<file path="src/hw/rtl/pca_pkg.sv">
// Shared types and constants of the pixel colour adjustment pipeline.
package pca_pkg;

    localparam int PIX_W      = 8;
    localparam int GAIN_W     = 15;
    localparam int AMT_W      = 14;
    localparam int MUL_W      = 15;
    localparam int CFG_DATA_W = 15;
    localparam int CFG_IDX_W  = 3;
    localparam int REG_FRAC   = 12;
    localparam int NSTAGE     = 7;

    localparam logic [GAIN_W-1:0]       GAIN_RESET = GAIN_W'(1) << REG_FRAC;
    localparam logic signed [MUL_W-1:0] MUL_UNITY  = MUL_W'(1) <<< REG_FRAC;

    localparam int LUMA_R_COEF = 1225;
    localparam int LUMA_G_COEF = 2404;
    localparam int LUMA_B_COEF = 467;

    localparam logic [10:0] TEMP_C_HI  = 11'd1229;
    localparam logic [10:0] TEMP_C_MID = 11'd819;
    localparam logic [10:0] TEMP_C_LO  = 11'd410;

    typedef enum logic [CFG_IDX_W-1:0] {
        CFG_EXPOSURE    = 3'd0,
        CFG_CONTRAST    = 3'd1,
        CFG_BRIGHTNESS  = 3'd2,
        CFG_SATURATION  = 3'd3,
        CFG_TEMPERATURE = 3'd4
    } t_cfg_idx;

    typedef struct packed {
        logic [NSTAGE-1:0] load;
    } t_pipe_ctl;

endpackage

</file>
<file path="src/hw/rtl/pca_ctrl.sv">
// Stage valid bits and the backward ready chain of the pipeline.
module pca_ctrl (
    input  logic                i_clk,
    input  logic                i_rst_n,
    input  logic                i_in_valid,
    input  logic                i_out_ready,
    output logic                o_in_ready,
    output logic                o_out_valid,
    output pca_pkg::t_pipe_ctl  o_ctl
);
    import pca_pkg::*;

    logic [NSTAGE-1:0] r_valid, n_valid;
    logic [NSTAGE:0]   adv;

    always_comb begin
        adv[NSTAGE] = i_out_ready;
        for (int k = NSTAGE - 1; k >= 0; k--) begin
            adv[k] = !r_valid[k] || adv[k+1];
        end
        n_valid[0] = adv[0] ? i_in_valid : r_valid[0];
        for (int k = 1; k < NSTAGE; k++) begin
            n_valid[k] = adv[k] ? r_valid[k-1] : r_valid[k];
        end
    end

    always_ff @(posedge i_clk) begin
        if (!i_rst_n) begin
            r_valid <= '0;
        end else begin
            r_valid <= n_valid;
        end
    end

    assign o_in_ready  = adv[0];
    assign o_out_valid = r_valid[NSTAGE-1];
    assign o_ctl.load  = adv[NSTAGE-1:0];

endmodule

</file>
<file path="config.mk">
export PLATFORM = sky130hd
export DESIGN_NAME = pca_ctrl
export DESIGN_NICKNAME = d
export VERILOG_FILES = /design/src/hw/rtl/pca_pkg.sv /design/src/hw/rtl/pca_ctrl.sv
export SDC_FILE = /design/constraint.sdc
export NUM_CORES = 1
export LEC_CHECK = 0
export BUFFER_PORTS_ARGS = -buffer_cell sky130_fd_sc_hd__buf_2
export CORE_AREA = 8 8 45 47
export CTS_CLUSTER_SIZE = 30
export DETAILED_ROUTE_END_ITERATION = 16
export DIE_AREA = 0 0 53 55
export GPL_TIMING_DRIVEN = 0
export PLACE_DENSITY_LB_ADDON = 0.12
export SKIP_LAST_GASP = 1
export SYNTH_ARGS = -nofsm -noshare
export SYNTH_HDL_FRONTEND = slang
export SYNTH_SLANG_ARGS = --single-unit
</file>
<file path="constraint.sdc">
create_clock -name i_clk -period 1.65 [get_ports i_clk]
set_clock_uncertainty 0.2 [all_clocks]
set_input_delay 0.2475 -clock i_clk [delete_from_list [all_inputs] [get_ports i_clk]]
set_output_delay 0.2475 -clock i_clk [all_outputs]
set_load 0.05 [all_outputs]
</file>
==> flow_metrics.py <==
metrics = {
    "floorplanning": {
        "die_w_um": 53,
        "core-area_sq_um": 1384,
        "die_y_um": 55,
        "num_rows": 14,
        "die_area_sq_um": 2915,
        "ioPinCount": 13,
        "initial_core_util_pct": 21.43,
    },
    "setup_path": {
        "worstPathRequired_ns": 1.20,
        "reg2reg_from": "r_valid[5]",
        "rrSetupSlack_ns": 0.36,
        "ff2ff_path_depth": 4,
        "worstSetupPathType": "flip-flop to primary output",
        "cpMostUsedCell": "buf_6",
        "crit_chain": "nand4b_4, buf_6, or2_4, buf_6",
        "timing.rr.end": "r_valid[3]",
        "cp_max_fo": 5,
        "cp-start-kind": "flip-flop",
        "cp_data_arrival_time_ns": 1.29,
        "crit_start": "r_valid[5]",
        "slowest_stage": "dfxtp_4",
        "slowest_delay_ns": 0.36,
        "worst_setup_path_end_kind": "primary output",
    },
    "sta": {
        "rsz0062_at_grt": "yes",
        "drv_slew": 0,
        "period_share_pct": 105.4,
        "setup_violations": 3,
        "slew_headroom_pct": 83.27,
        "tightest_slew_ns": 0.2527,
        "min_period_ns": 1.739,
        "hold_viol": 0,
        "timing.fmax_mhz": 575.0,
        "worst_slack_ns": -0.08903,
    },
    "drt": {
        "wl_um": 651,
        "drc": 0,
        "drt_pass1_iterations": 1,
        "vias": 273,
        "drt_iter0_markers": 0,
        "wl_per_cell_um": 9.435,
        "antenna_left": 0,
        "vias_per_cell": 3.957,
    },
    "yosys": {
        "ys_seq_elements": 7,
        "syn_area_per_cell_sq_um": 9.267,
        "muxShareOfSynthArea_pct": 0,
        "syn_nets": 36,
        "syn_area_sq_um": 296.5,
        "ys_warn_count": 0,
        "synthAdderAreaFrac_pct": 0,
        "synth_top_family_by_area": "simple AND/OR/NAND/NOR gates",
        "synth_edf_count": 0,
        "synth_xor_area_share_pct": 0,
        "async_flop_share_pct": 0,
        "yosys.area_share.simple_pct": 25.74,
        "yosysSeqAreaShare_pct": 47.26,
        "synth_compound_area_share_pct": 18.14,
        "netlist.area_leader.share_pct": 47.26,
        "netlist_instances": 32,
        "synth_ff_type": "dfxtp_1",
        "synth_common_cells": "dfxtp_1 (7), nand2_1 (6), inv_1 (5)",
        "yosys-top-cells-area": "dfxtp_1 (47%), nand4b_4 (8.0%), nand2_1 (7.6%)",
        "synth_top_cell_by_area": "dfxtp_1",
        "ys_types": 14,
        "synth_most_common_cell": "dfxtp_1",
    },
    "finish": {
        "max_flop_register": "r_valid",
        "stdcell_area_sq_um": 503.0,
        "instances_no_fill": 69,
        "synthToLayoutAreaGrowth_pct": 69.62,
        "largest_reg_flops": 7,
        "reg_top3": "r_valid x7",
        "drive_gt1_share_pct": 62.26,
        "fin_nets": 58,
        "n_antenna_cell": 0,
        "fillCellCount": 158,
    },
    "cts": {
        "cts_made_buffers": 3,
        "clock_path_buffers": 2,
        "insertion_delay_ns": 0.25,
        "cts_tree": "built",
        "root_buffer": "clkbuf_4",
        "cts.sinks": 7,
        "cts_htree_levels": 1,
        "clk_pin_slew_ns": 0.05,
    },
    "global_routing": {
        "grt_antenna_before_repair": 0,
        "grt_pass1_vias": 279,
        "grt_use_total_pct": 5.255,
        "grt_max_degree": 9,
        "grt_pass1_wl_mm": 1.062,
        "gr-total-overflow": 0,
    },
    "outcome": {
        "status": "finished with violations",
        "violations": "setup timing",
    },
    "pwr": {
        "cellPowerDensity_nw_per_um2": 677.2,
        "vdd_drop_max_uv": 237.4,
        "power_mw": 0.3406,
        "pwr-share-seq_pct": 50.8,
        "leakage_nw": 0.2372,
        "p_switching_mw": 0.07283,
        "pwr-share-clk_pct": 44.6,
        "p_int_mw": 0.2678,
        "comb_power_share_pct": 4.7,
        "switching_share_pct": 21.38,
    },
    "placed_design": {
        "place_hpwl_um": 542.3,
        "dp_cells": 60,
        "dpl_cell_area_sq_um": 404.1,
        "globalplace.congestion": 0.6310,
        "port_buffers": 12,
    },
    "job": {
        "max_cap_violations": 0,
    },
    "worst_hold_path": {
        "hold_start": "i_rst_n",
        "hold_end": "r_valid[6]",
        "hold_class": "input pin to flip-flop",
        "holdPathStages": 2,
    },
}
-- cells by family (layout without fill, tap and decap cells) --
| group | after synthesis | after routing |
|---|---|---|
| AND/OR/NAND/NOR | 12 | 12 |
| flip-flops | 7 | 7 |
| buffers and inverters | 6 | 27 |
| AO/OA/AOI/OAI | 7 | 7 |
-- stage by stage --
stage	TNS [ns]	utilization (%)	hold WS, ns	worst slack (ns)
5_1_grt	-0.5490	36.35	0.09751	-0.1608
3_5_place_dp	0	29.20	0.2395	0.06912
4_1_cts	-0.5506	34.27	0.08122	-0.1375
2_1_floorplan	-0.1258	-	0.1602	-0.07122
6_report	-0.1758	36.35	0.08853	-0.08903
3_3_place_gp	0	29.20	0.2414	0.08077
-- critical path, delay by kind of cell (launching register included) --
kind / cells / cell delay [ns]
simple gates: 2 / 0.38
flops: 1 / 0.36
buf+inv: 2 / 0.30
-- power by group through the flow --
| stage | clock network (mW) | logic (mW) | registers (mW) |
|---|---|---|---|
| floorplan | 0 | 0.00675 | 0.178 |
| global placement | 0 | 0.0135 | 0.178 |
| detailed placement | 0 | 0.0139 | 0.178 |
| CTS | 0.160 | 0.0158 | 0.173 |
| global route | 0.171 | 0.0177 | 0.173 |
| finish | 0.152 | 0.0158 | 0.173 |
-- how the worst max path moves through the flow --
stage | endpoint | slack (ns) | cells past startpoint
6_report | o_ctl[3] | -0.09 | 4
5_1_grt | o_ctl[3] | -0.16 | 4
4_1_cts | o_ctl[0] | -0.14 | 5
3_5_place_dp | o_ctl[0] | 0.07 | 5
3_3_place_gp | o_ctl[0] | 0.08 | 6
2_1_floorplan | o_ctl[0] | -0.07 | 4
-- metal layers --
metal  global-route usage, %  wire (um)  vias to the layer above
li1                        -          -                      143
met1                   4.122        232                      125
met2                   8.984        363                        5
met3                   2.941         54                        0
met4                   5.172          0                        0
met5                       0          0                        -
-- placed cells by master (no fill, tap or decap) --
cell           synthesis  layout
buf_2                  0       9
inv_1                  5       3
buf_4                  1       3
a21boi_0               1       1
dfxtp_2                0       2
a21boi_2               1       1
dfxtp_1                7       3
nand2_1                6       5
buf_6                  0       4
buf_8                  0       1
nand4b_4               1       1
clkbuf_4               0       3
nor2_2                 0       1
dlygate4sd3_1          0       1
inv_4                  0       1
inv_2                  0       1
dfxtp_4                0       2
o21a_1                 3       3
nand2_2                0       1
nor2b_1                2       2
a21oi_1                1       1
nor3_4                 0       1
o31ai_1                1       1
or2_4                  1       1
clkinv_2               0       1
-- area by class of cell --
cell class / count / area, sq um / area share, %
flip-flops and latches: 7 / 150.1 / 29.85
well taps: 16 / 20.02 / 3.980
clock inverters: 1 / 5.005 / 0.9950
plain buffers: 1 / 15.01 / 2.985
clock buffers: 3 / 22.52 / 4.478
multi-input cells: 19 / 146.4 / 29.10
repair buffers: 17 / 122.6 / 24.38
inverters: 5 / 21.27 / 4.229
-- repair_timing --
action	CTS	global route
setup buffers	2	2
endpoints found under the hold margin	1	0
pin swaps	2	2
hold buffers	1	0
endpoints found under the setup margin	5	6
gates resized for setup	7	6
Note: power is estimated with default switching activity, not from simulation.
