[src/hw/rtl/pca_pkg.sv]
// Shared types and constants of the pixel colour adjustment pipeline.
package pca_pkg;

    localparam int PIX_W      = 8;
    localparam int GAIN_W     = 15;
    localparam int AMT_W      = 14;
    localparam int MUL_W      = 15;
    localparam int CFG_DATA_W = 15;
    localparam int CFG_IDX_W  = 3;
    localparam int REG_FRAC   = 12;
    localparam int NSTAGE     = 7;

    localparam logic [GAIN_W-1:0]       GAIN_RESET = GAIN_W'(1) << REG_FRAC;
    localparam logic signed [MUL_W-1:0] MUL_UNITY  = MUL_W'(1) <<< REG_FRAC;

    localparam int LUMA_R_COEF = 1225;
    localparam int LUMA_G_COEF = 2404;
    localparam int LUMA_B_COEF = 467;

    localparam logic [10:0] TEMP_C_HI  = 11'd1229;
    localparam logic [10:0] TEMP_C_MID = 11'd819;
    localparam logic [10:0] TEMP_C_LO  = 11'd410;

    typedef enum logic [CFG_IDX_W-1:0] {
        CFG_EXPOSURE    = 3'd0,
        CFG_CONTRAST    = 3'd1,
        CFG_BRIGHTNESS  = 3'd2,
        CFG_SATURATION  = 3'd3,
        CFG_TEMPERATURE = 3'd4
    } t_cfg_idx;

    typedef struct packed {
        logic [NSTAGE-1:0] load;
    } t_pipe_ctl;

endpackage

[src/hw/rtl/pca_cfg.sv]
// Configuration registers and the per-setting multipliers and offsets derived from them.
module pca_cfg #(
    parameter int FRAC_BITS = 12
) (
    input  logic                                    i_clk,
    input  logic                                    i_rst_n,
    input  logic                                    i_we,
    input  logic [pca_pkg::CFG_IDX_W-1:0]           i_idx,
    input  logic [pca_pkg::CFG_DATA_W-1:0]          i_data,
    output logic [pca_pkg::GAIN_W-1:0]              o_gain,
    output logic signed [pca_pkg::MUL_W-1:0]        o_cmul,
    output logic signed [pca_pkg::MUL_W-1:0]        o_smul,
    output logic signed [FRAC_BITS+4:0]             o_boff,
    output logic signed [FRAC_BITS+4:0]             o_dr,
    output logic signed [FRAC_BITS+4:0]             o_dg,
    output logic signed [FRAC_BITS+4:0]             o_db
);
    import pca_pkg::*;

    localparam int W = FRAC_BITS + 5;
    localparam int K = 2 * REG_FRAC - FRAC_BITS;

    logic [GAIN_W-1:0]         r_gain;
    logic signed [AMT_W-1:0]   r_contrast;
    logic signed [AMT_W-1:0]   r_bright;
    logic signed [AMT_W-1:0]   r_satur;
    logic signed [AMT_W-1:0]   r_temp;

    logic signed [MUL_W-1:0]   r_cmul, n_cmul;
    logic signed [MUL_W-1:0]   r_smul, n_smul;
    logic signed [W-1:0]       r_boff, n_boff;
    logic signed [W-1:0]       r_dr, n_dr;
    logic signed [W-1:0]       r_dg, n_dg;
    logic signed [W-1:0]       r_db, n_db;

    function automatic logic signed [W-1:0] temp_delta(
        input logic signed [AMT_W-1:0] t,
        input logic [10:0]             coef
    );
        logic signed [25:0] p;
        logic signed [26:0] w;
        p = t * signed'({1'b0, coef});
        w = 27'(p) + (27'(1) <<< (K - 1));
        return W'(w >>> K);
    endfunction

    always_ff @(posedge i_clk) begin
        if (!i_rst_n) begin
            r_gain     <= GAIN_RESET;
            r_contrast <= '0;
            r_bright   <= '0;
            r_satur    <= '0;
            r_temp     <= '0;
        end else if (i_we) begin
            case (t_cfg_idx'(i_idx))
                CFG_EXPOSURE:    r_gain     <= i_data[GAIN_W-1:0];
                CFG_CONTRAST:    r_contrast <= signed'(i_data[AMT_W-1:0]);
                CFG_BRIGHTNESS:  r_bright   <= signed'(i_data[AMT_W-1:0]);
                CFG_SATURATION:  r_satur    <= signed'(i_data[AMT_W-1:0]);
                CFG_TEMPERATURE: r_temp     <= signed'(i_data[AMT_W-1:0]);
                default: begin
                end
            endcase
        end
    end

    generate
        if (FRAC_BITS >= REG_FRAC) begin : g_boff_up
            assign n_boff = W'(r_bright) <<< (FRAC_BITS - REG_FRAC);
        end else begin : g_boff_dn
            logic signed [AMT_W:0] bw;
            assign bw     = (AMT_W+1)'(r_bright) + ((AMT_W+1)'(1) <<< (REG_FRAC - FRAC_BITS - 1));
            assign n_boff = W'(bw >>> (REG_FRAC - FRAC_BITS));
        end
    endgenerate

    always_comb begin
        n_cmul = MUL_UNITY + MUL_W'(r_contrast);
        n_smul = MUL_UNITY + MUL_W'(r_satur);
        n_dg   = temp_delta(r_temp, TEMP_C_LO);
        if (r_temp > 0) begin
            n_dr = temp_delta(r_temp, TEMP_C_HI);
            n_db = -temp_delta(r_temp, TEMP_C_MID);
        end else begin
            n_dr = temp_delta(r_temp, TEMP_C_MID);
            n_db = -temp_delta(r_temp, TEMP_C_HI);
        end
    end

    always_ff @(posedge i_clk) begin
        if (!i_rst_n) begin
            r_cmul <= MUL_UNITY;
            r_smul <= MUL_UNITY;
            r_boff <= '0;
            r_dr   <= '0;
            r_dg   <= '0;
            r_db   <= '0;
        end else begin
            r_cmul <= n_cmul;
            r_smul <= n_smul;
            r_boff <= n_boff;
            r_dr   <= n_dr;
            r_dg   <= n_dg;
            r_db   <= n_db;
        end
    end

    assign o_gain = r_gain;
    assign o_cmul = r_cmul;
    assign o_smul = r_smul;
    assign o_boff = r_boff;
    assign o_dr   = r_dr;
    assign o_dg   = r_dg;
    assign o_db   = r_db;

endmodule

[config.mk]
export PLATFORM = sky130hd
export DESIGN_NAME = pca_cfg
export DESIGN_NICKNAME = d
export VERILOG_FILES = /design/src/hw/rtl/pca_pkg.sv /design/src/hw/rtl/pca_cfg.sv
export SDC_FILE = /design/constraint.sdc
export NUM_CORES = 1
export LEC_CHECK = 0
export ABC_AREA = 1
export BUFFER_PORTS_ARGS = -buffer_cell sky130_fd_sc_hd__clkbuf_2
export CAP_MARGIN = 5
export CELL_PAD_IN_SITES_DETAIL_PLACEMENT = 1
export CELL_PAD_IN_SITES_GLOBAL_PLACEMENT = 1
export CORE_ASPECT_RATIO = 0.5
export CORE_MARGIN = 5
export CORE_UTILIZATION = 41
export DETAILED_ROUTE_END_ITERATION = 16
export PLACE_DENSITY = 0.78
export SLEW_MARGIN = 20
export SYNTH_ARGS = -nofsm -noshare
export SYNTH_HDL_FRONTEND = slang
export SYNTH_SLANG_ARGS = --single-unit
[constraint.sdc]
create_clock -name i_clk -period 5.5 [get_ports i_clk]
set_input_delay 0 -clock i_clk [delete_from_list [all_inputs] [get_ports i_clk]]
set_output_delay 0 -clock i_clk [all_outputs]
set_load 0.02 [all_outputs]
==> out/summary.txt, run 1 <==
Max-slew headroom -> 0.309
Overall Global Routing Usage -> 0.237
Top-area cell type share of the netlist area -> 0.223
Commonest non-fill, non-tap cell in the layout -> inv_1
Row count -> 48
Max H-tree Level -> 4
Fin crit share -> 0.961
Fin. Hold Viols -> 0
Post-synth ARST share -> 0
Sum Neg Setup Slack -> 0 ps
Drt first pass iters -> 5
Final #Nets -> 2,397
Worst Tran Pin Value -> 1030 ps
Layout area overhead -> 16.1%
Core Util, Final -> 0.483
Main synth FF type -> dfxtp_1
ANT nets after route -> 0
WP data required -> 5820 ps
N_diodes -> 0
WL/cell -> 18.0 um
Drt first-iter violations -> 690
Routability cong. -> 0.929
Hpwl dp -> 37,800 um
Fin. max-slew vios -> 0
Yosys warnings -> 0
CTS max path bufs -> 2
Sink Count -> 160
Critical path endpoint category -> flop
Setup CP Type -> reg -> reg
Synthesized area -> 14,400 sq um
Syn Nets -> 2,231
CP Launch Type -> flop
# IOs -> 134
Vias per inst -> 4.97
Hold_ws -> 32.1 ps
DRT Wirelength -> 46,300 um
EDFF count, synth -> 0
Maximum vdd drop -> 0.194 mV
Initial antenna violation count -> 0
Commonest cells after routing, fill and taps aside -> inv_1 (413), nand2_1 (335), nor2_1 (173)
Syn_area_per_cell -> 7.51 sq um
Setup Viol. Count Final -> 0
Die Ht -> 142 um
Total number of vias -> 12.8k
Drt drc -> 0
Hold Path Class -> in -> reg
TritonCTS buffer count -> 17
CTS tree -> done
Outcome -> finished, final reports clean
Placement Setup Slack -> -126 ps
Worst-path fanout max -> 4
Setup WS post-layout -> 216 ps
Largest net degree at the start of global routing -> 71
Leak -> 9.18 nW
Layout cell share with drive strength beyond 1 -> 0.155
Seq cells post-synth -> 160
Sequential area share after synthesis -> 0.223
CTS Root Cell -> clkbuf_16
Synth Instances -> 1,916
Critical Path AT -> 5600 ps
Core region area -> 34,500 sq um
Max Clk Rate -> 189 MHz
Post-synth cell types -> 51
DIE WIDTH -> 275 um
Grt ovf -> 0
Clock Skew -> 11.3 ps
Die area -> 39,200 sq um
Largest area contributor in the netlist -> dfxtp_1
Clk Latency, worst-skew pair -> 440 ps
First-pass GRT wire length -> 73,100 um
Max Cap Viol -> 0
PwrDens -> 251 nW/um^2
Vias in the first global route -> 13.5k
Clock-pin slew on the worst setup and hold paths -> 70 ps
Initial Utilization -> 0.416
Tmin final -> 5280 ps
Port Buffers -> 133
Fillers -> 4,310
Top post-synthesis cells by area -> dfxtp_1 (22%), ha_1 (16%), fa_1 (15%)
## logic make-up after synthesis
group,after synthesis,synth area share
XOR/XNOR,41,0.0265
AO/OA/AOI/OAI,263,0.101
buffers and inverters,472,0.126
flip-flops,160,0.223
adder cells (fa/ha/maj),294,0.313
AND/OR/NAND/NOR,686,0.211
## path summary, 6_finish.rpt
path / endpoint / cells past startpoint / slack, ps / start
min reg2reg: o_smul[12] / 1 / 400 / r_satur[12]
min: o_smul[12] / 2 / 30 / i_rst_n
max reg2reg: o_db[14] / 23 / 220 / r_temp[5]
max: o_db[14] / 23 / 220 / r_temp[5]
## critical path: stages (launching register included)
cell,delay (ps)
dfxtp_2,350
ha_2,400
fa_1,460
fa_1,500
fa_1,550
inv_1,60
fa_1,530
inv_1,40
ha_2,340
nand2_1,90
nand2_1,80
o21bai_2,230
inv_1,70
nand2_1,100
xor2_2,180
inv_1,110
ha_2,180
inv_1,80
nor2_4,150
nand3_4,120
nor2_4,140
nand2_1,90
nor2_2,200
o21ai_0,100
## power breakdown
part           leakage, nW  internal [mW]  switching [mW]
clock network        0.269          0.681           0.538
logic                 7.61          0.579            1.09
registers             1.31           1.26          0.0365
total                 9.18           2.52            1.67
## registers in the layout, summed over array words and instances, names as in the netlist, 14 cells and up
name,count
o_boff,14
o_cmul,15
o_db,17
o_dr,15
o_gain,15
o_smul,15
r_bright,14
r_contrast,14
r_satur,14
r_temp,14
## area by class of cell
type                       count  area, sq um  share of cell area
clock buffer                  19          443              0.0265
clock inverter                11          130             0.00779
inverter                     431         1620              0.0970
multi-input combinational   1284         9580               0.574
sequential                   160         3210               0.192
tap                          475          594              0.0356
timing repair buffer         188         1120              0.0672
## routing by layer
layer  GRT usage  wire length [um]  vias up
met5           0                 0        -
met4      0.0475               655        0
met3      0.0401              1870       47
met2       0.406             22000      228
met1       0.321             21800     6244
li1            -                 -     6253
## per-stage QoR
step / total power [mW] / std cells / area [sq um]
final: 4.18 / 2568 / 16700
after global routing: 4.44 / 2568 / 16700
after CTS: 4.12 / 2559 / 16400
after detailed placement: 2.87 / 2512 / 15700
after global placement: 2.83 / 2512 / 15700
after floorplan: 2.39 / 1916 / 14400
## what timing repair did
item,CTS,global route
buffers inserted,2,9
pin swaps,1,10
endpoints found under the setup margin,7,13
endpoints found under the hold margin,47,0
hold buffers,15,0
gates resized for setup,6,42
## cells in the mapped netlist, types with 8 or more instances
cell type / instances
inv_1: 415
nand2_1: 337
ha_1: 184
nor2_1: 177
dfxtp_1: 160
o21ai_0: 115
fa_1: 110
a21oi_1: 91
nand3_1: 71
xor2_1: 28
clkbuf_1: 27
nand2_2: 21
nor3_1: 17
nand4_1: 13
o22ai_1: 13
inv_2: 12
nor2_4: 10
xnor2_1: 10
buf_4: 9
nor2_2: 9
nand3_2: 8
nand3b_1: 8
o21bai_1: 8
(Power assumes the default switching activity.)
==> run 2, diff against run 1 <==
--- a/config.mk
+++ b/config.mk
@@ -6,7 +6,7 @@
 export NUM_CORES = 1
 export LEC_CHECK = 0
 export ABC_AREA = 1
-export BUFFER_PORTS_ARGS = -buffer_cell sky130_fd_sc_hd__clkbuf_2
+export BUFFER_PORTS_ARGS = -buffer_cell sky130_fd_sc_hd__buf_2
 export CAP_MARGIN = 5
 export CELL_PAD_IN_SITES_DETAIL_PLACEMENT = 1
 export CELL_PAD_IN_SITES_GLOBAL_PLACEMENT = 1
==> run 2 against run 1 <==
  * Core utilization hardly changed
  * Maximum frequency is 0.58% lower
  * Worst hold slack better by 91 ps
  * Count of clock-buffer cells in the layout is 2 lower
==> out/summary.txt, run 2 (synthesis gave the netlist of run 1 again) <==
Outcome -> finished, final reports clean (unchanged)
# IOs -> 134 (unchanged)
Setup WS post-layout -> 185 ps (was 216 ps)
TritonCTS buffer count -> 17 (unchanged)
Leak -> 9.27 nW (was 9.18 nW)
Core region area -> 34,500 sq um (unchanged)
Routability cong. -> 0.914 (was 0.929)
Hold Path Class -> in -> reg (unchanged)
Initial antenna violation count -> 1 (was 0)
Layout cell share with drive strength beyond 1 -> 0.156 (was 0.155)
Switching Share -> 0.416 (was 0.398)
Row count -> 48 (unchanged)
DIE WIDTH -> 275 um (unchanged)
Placement Setup Slack -> -4.23 ps (was -126 ps)
Overall Global Routing Usage -> 0.245 (was 0.237)
Max-slew headroom -> 0.273 (was 0.309)
Drt first pass iters -> 5 (unchanged)
Max H-tree Level -> 4 (unchanged)
Drt first-iter violations -> 701 (was 690)
CTS max path bufs -> 2 (unchanged)
CTS tree -> done (unchanged)
Maximum vdd drop -> 0.262 mV (was 0.194 mV)
Reg area -> 3220 sq um (was 3210 sq um)
Clock network power share -> 0.294 (was 0.291)
Internal power -> 2.44 mW (was 2.52 mW)
Hpwl dp -> 38,000 um (was 37,800 um)
Total Power -> 4.18 mW (about the same)
Clock Skew -> 16.3 ps (was 11.3 ps)
Commonest cells after routing, fill and taps aside -> inv_1 (415), nand2_1 (335), nor2_1 (172) (was inv_1 (413), nand2_1 (335), nor2_1 (173))
Die area -> 39,200 sq um (unchanged)
Clock-pin slew on the worst setup and hold paths -> 80 ps (was 70 ps)
Setup CP Type -> reg -> reg (unchanged)
CP Launch Type -> flop (unchanged)
Port Buffers -> 133 (unchanged)
Drt drc -> 0 (unchanged)
Largest net degree at the start of global routing -> 93 (was 71)
Vias in the first global route -> 13.7k (was 13.5k)
Die Ht -> 142 um (unchanged)
WP data required -> 5890 ps (was 5820 ps)
Fin crit share -> 0.966 (was 0.961)
Fin. Hold Viols -> 0 (unchanged)
Worst Tran Pin Value -> 1090 ps (was 1030 ps)
DRT Wirelength -> 46,900 um (was 46,300 um)
Sink Count -> 160 (unchanged)
Max Cap Viol -> 0 (unchanged)
Critical Path AT -> 5710 ps (was 5600 ps)
NetSw -> 1.74 mW (was 1.67 mW)
Max reg flops -> 17 (unchanged)
Fillers -> 4,333 (was 4,310)
Critical path endpoint category -> flop (unchanged)
Initial Utilization -> 0.416 (unchanged)
Fin. max-slew vios -> 0 (unchanged)
CTS Root Cell -> clkbuf_16 (unchanged)
Final #Nets -> 2,394 (was 2,397)
ANT nets after route -> 0 (unchanged)
Layout area overhead -> 16.2% (was 16.1%)
Area of the multi-input gates -> 9580 sq um (about the same)
Grt ovf -> 0 (unchanged)
Vias per inst -> 5.00 (was 4.97)
WL/cell -> 18.3 um (was 18.0 um)
First-pass GRT wire length -> 75,000 um (was 73,100 um)
Gate power share -> 0.398 (was 0.399)
N_diodes -> 0 (unchanged)
Commonest non-fill, non-tap cell in the layout -> inv_1 (unchanged)
Clk Latency, worst-skew pair -> 470 ps (was 440 ps)
Tmin final -> 5310 ps (was 5280 ps)
PwrDens -> 250 nW/um^2 (was 251 nW/um^2)
Total number of vias -> 12.8k (about the same)
Flop pwr share -> 0.309 (about the same)
Worst-path fanout max -> 6 (was 4)
Max Clk Rate -> 188 MHz (was 189 MHz)
Setup Viol. Count Final -> 0 (unchanged)
[run 2: cell count changes in the layout (fill, tap and decap cells not counted), moves of 3 or more]
cell,delta
buf_2,+132
clkbuf_2,-132
buf_4,-4
clkinvlp_4,-4
inv_8,+4
clkinv_8,+3
dfxtp_1,-3
[run 2: path summary, 6_finish.rpt]
kind / from / to / slack, ps / cells after the start
min reg2reg: r_satur[12] / o_smul[12] / 390 / 1
max: r_temp[4] / o_db[12] / 190 / 24
min: i_idx[1] / r_contrast[10] / 120 / 5
max reg2reg: r_temp[4] / o_db[12] / 190 / 24
[run 2: power groups by stage]
| stage | sequential, mW | clock [mW] | combinational (mW) |
|---|---|---|---|
| 2_1_floorplan | 1.43 | 0 | 0.965 |
| 3_3_place_gp | 1.32 | 0 | 1.51 |
| 3_5_place_dp | 1.32 | 0 | 1.55 |
| 4_1_cts | 1.29 | 1.26 | 1.59 |
| 5_1_grt | 1.30 | 1.30 | 1.85 |
| 6_report | 1.29 | 1.23 | 1.66 |
[run 2: critical path: stages (launching register included)]
cell,delay [ps]
dfxtp_4,390
inv_1,70
ha_1,360
fa_1,600
inv_1,70
fa_1,530
inv_1,90
fa_1,560
inv_1,60
fa_1,500
inv_1,50
ha_2,380
nand2_1,160
o21a_1,290
nor2_1,110
nor2_1,60
nand2_1,80
nand2_1,50
nand2_1,160
nand2_4,110
nor2_4,140
nand3_1,90
nand2_1,60
nand3_1,110
a21oi_2,170
[run 2: area by class of cell]
| class | instances | area share |
|---|---|---|
| inverter | 431 | 0.0969 |
| clock buffer | 17 | 0.0255 |
| sequential | 160 | 0.192 |
| timing repair buffer | 185 | 0.0665 |
| multi-input combinational | 1284 | 0.574 |
| clock inverter | 15 | 0.00958 |
| tap | 475 | 0.0356 |
[run 2: metrics by stage]
stage	util	cell area (sq um)	instances	setup TNS [ps]	hold WS, ps
2_1_floorplan	-	14400	1916	0	126
3_3_place_gp	0.454	15700	2513	0	240
3_5_place_dp	0.454	15700	2513	-4.23	276
4_1_cts	0.476	16500	2562	0	90.8
5_1_grt	0.484	16700	2567	-147	140
6_report	0.484	16700	2567	0	123
[run 2: routing by layer]
metal | part of all wire | track usage
met1 | 0.47 | 0.326
met2 | 0.46 | 0.410
met3 | 0.039 | 0.0435
met4 | 0.028 | 0.0752
met5 | 0 | 0
[run 2: what timing repair did]
action / CTS / global route
setup buffers: 1 / 5
hold buffers: 16 / 0
pin swaps: 0 / 7
hold endpoints to repair: 84 / 0
resized for setup: 5 / 43
endpoints found under the setup margin: 4 / 13
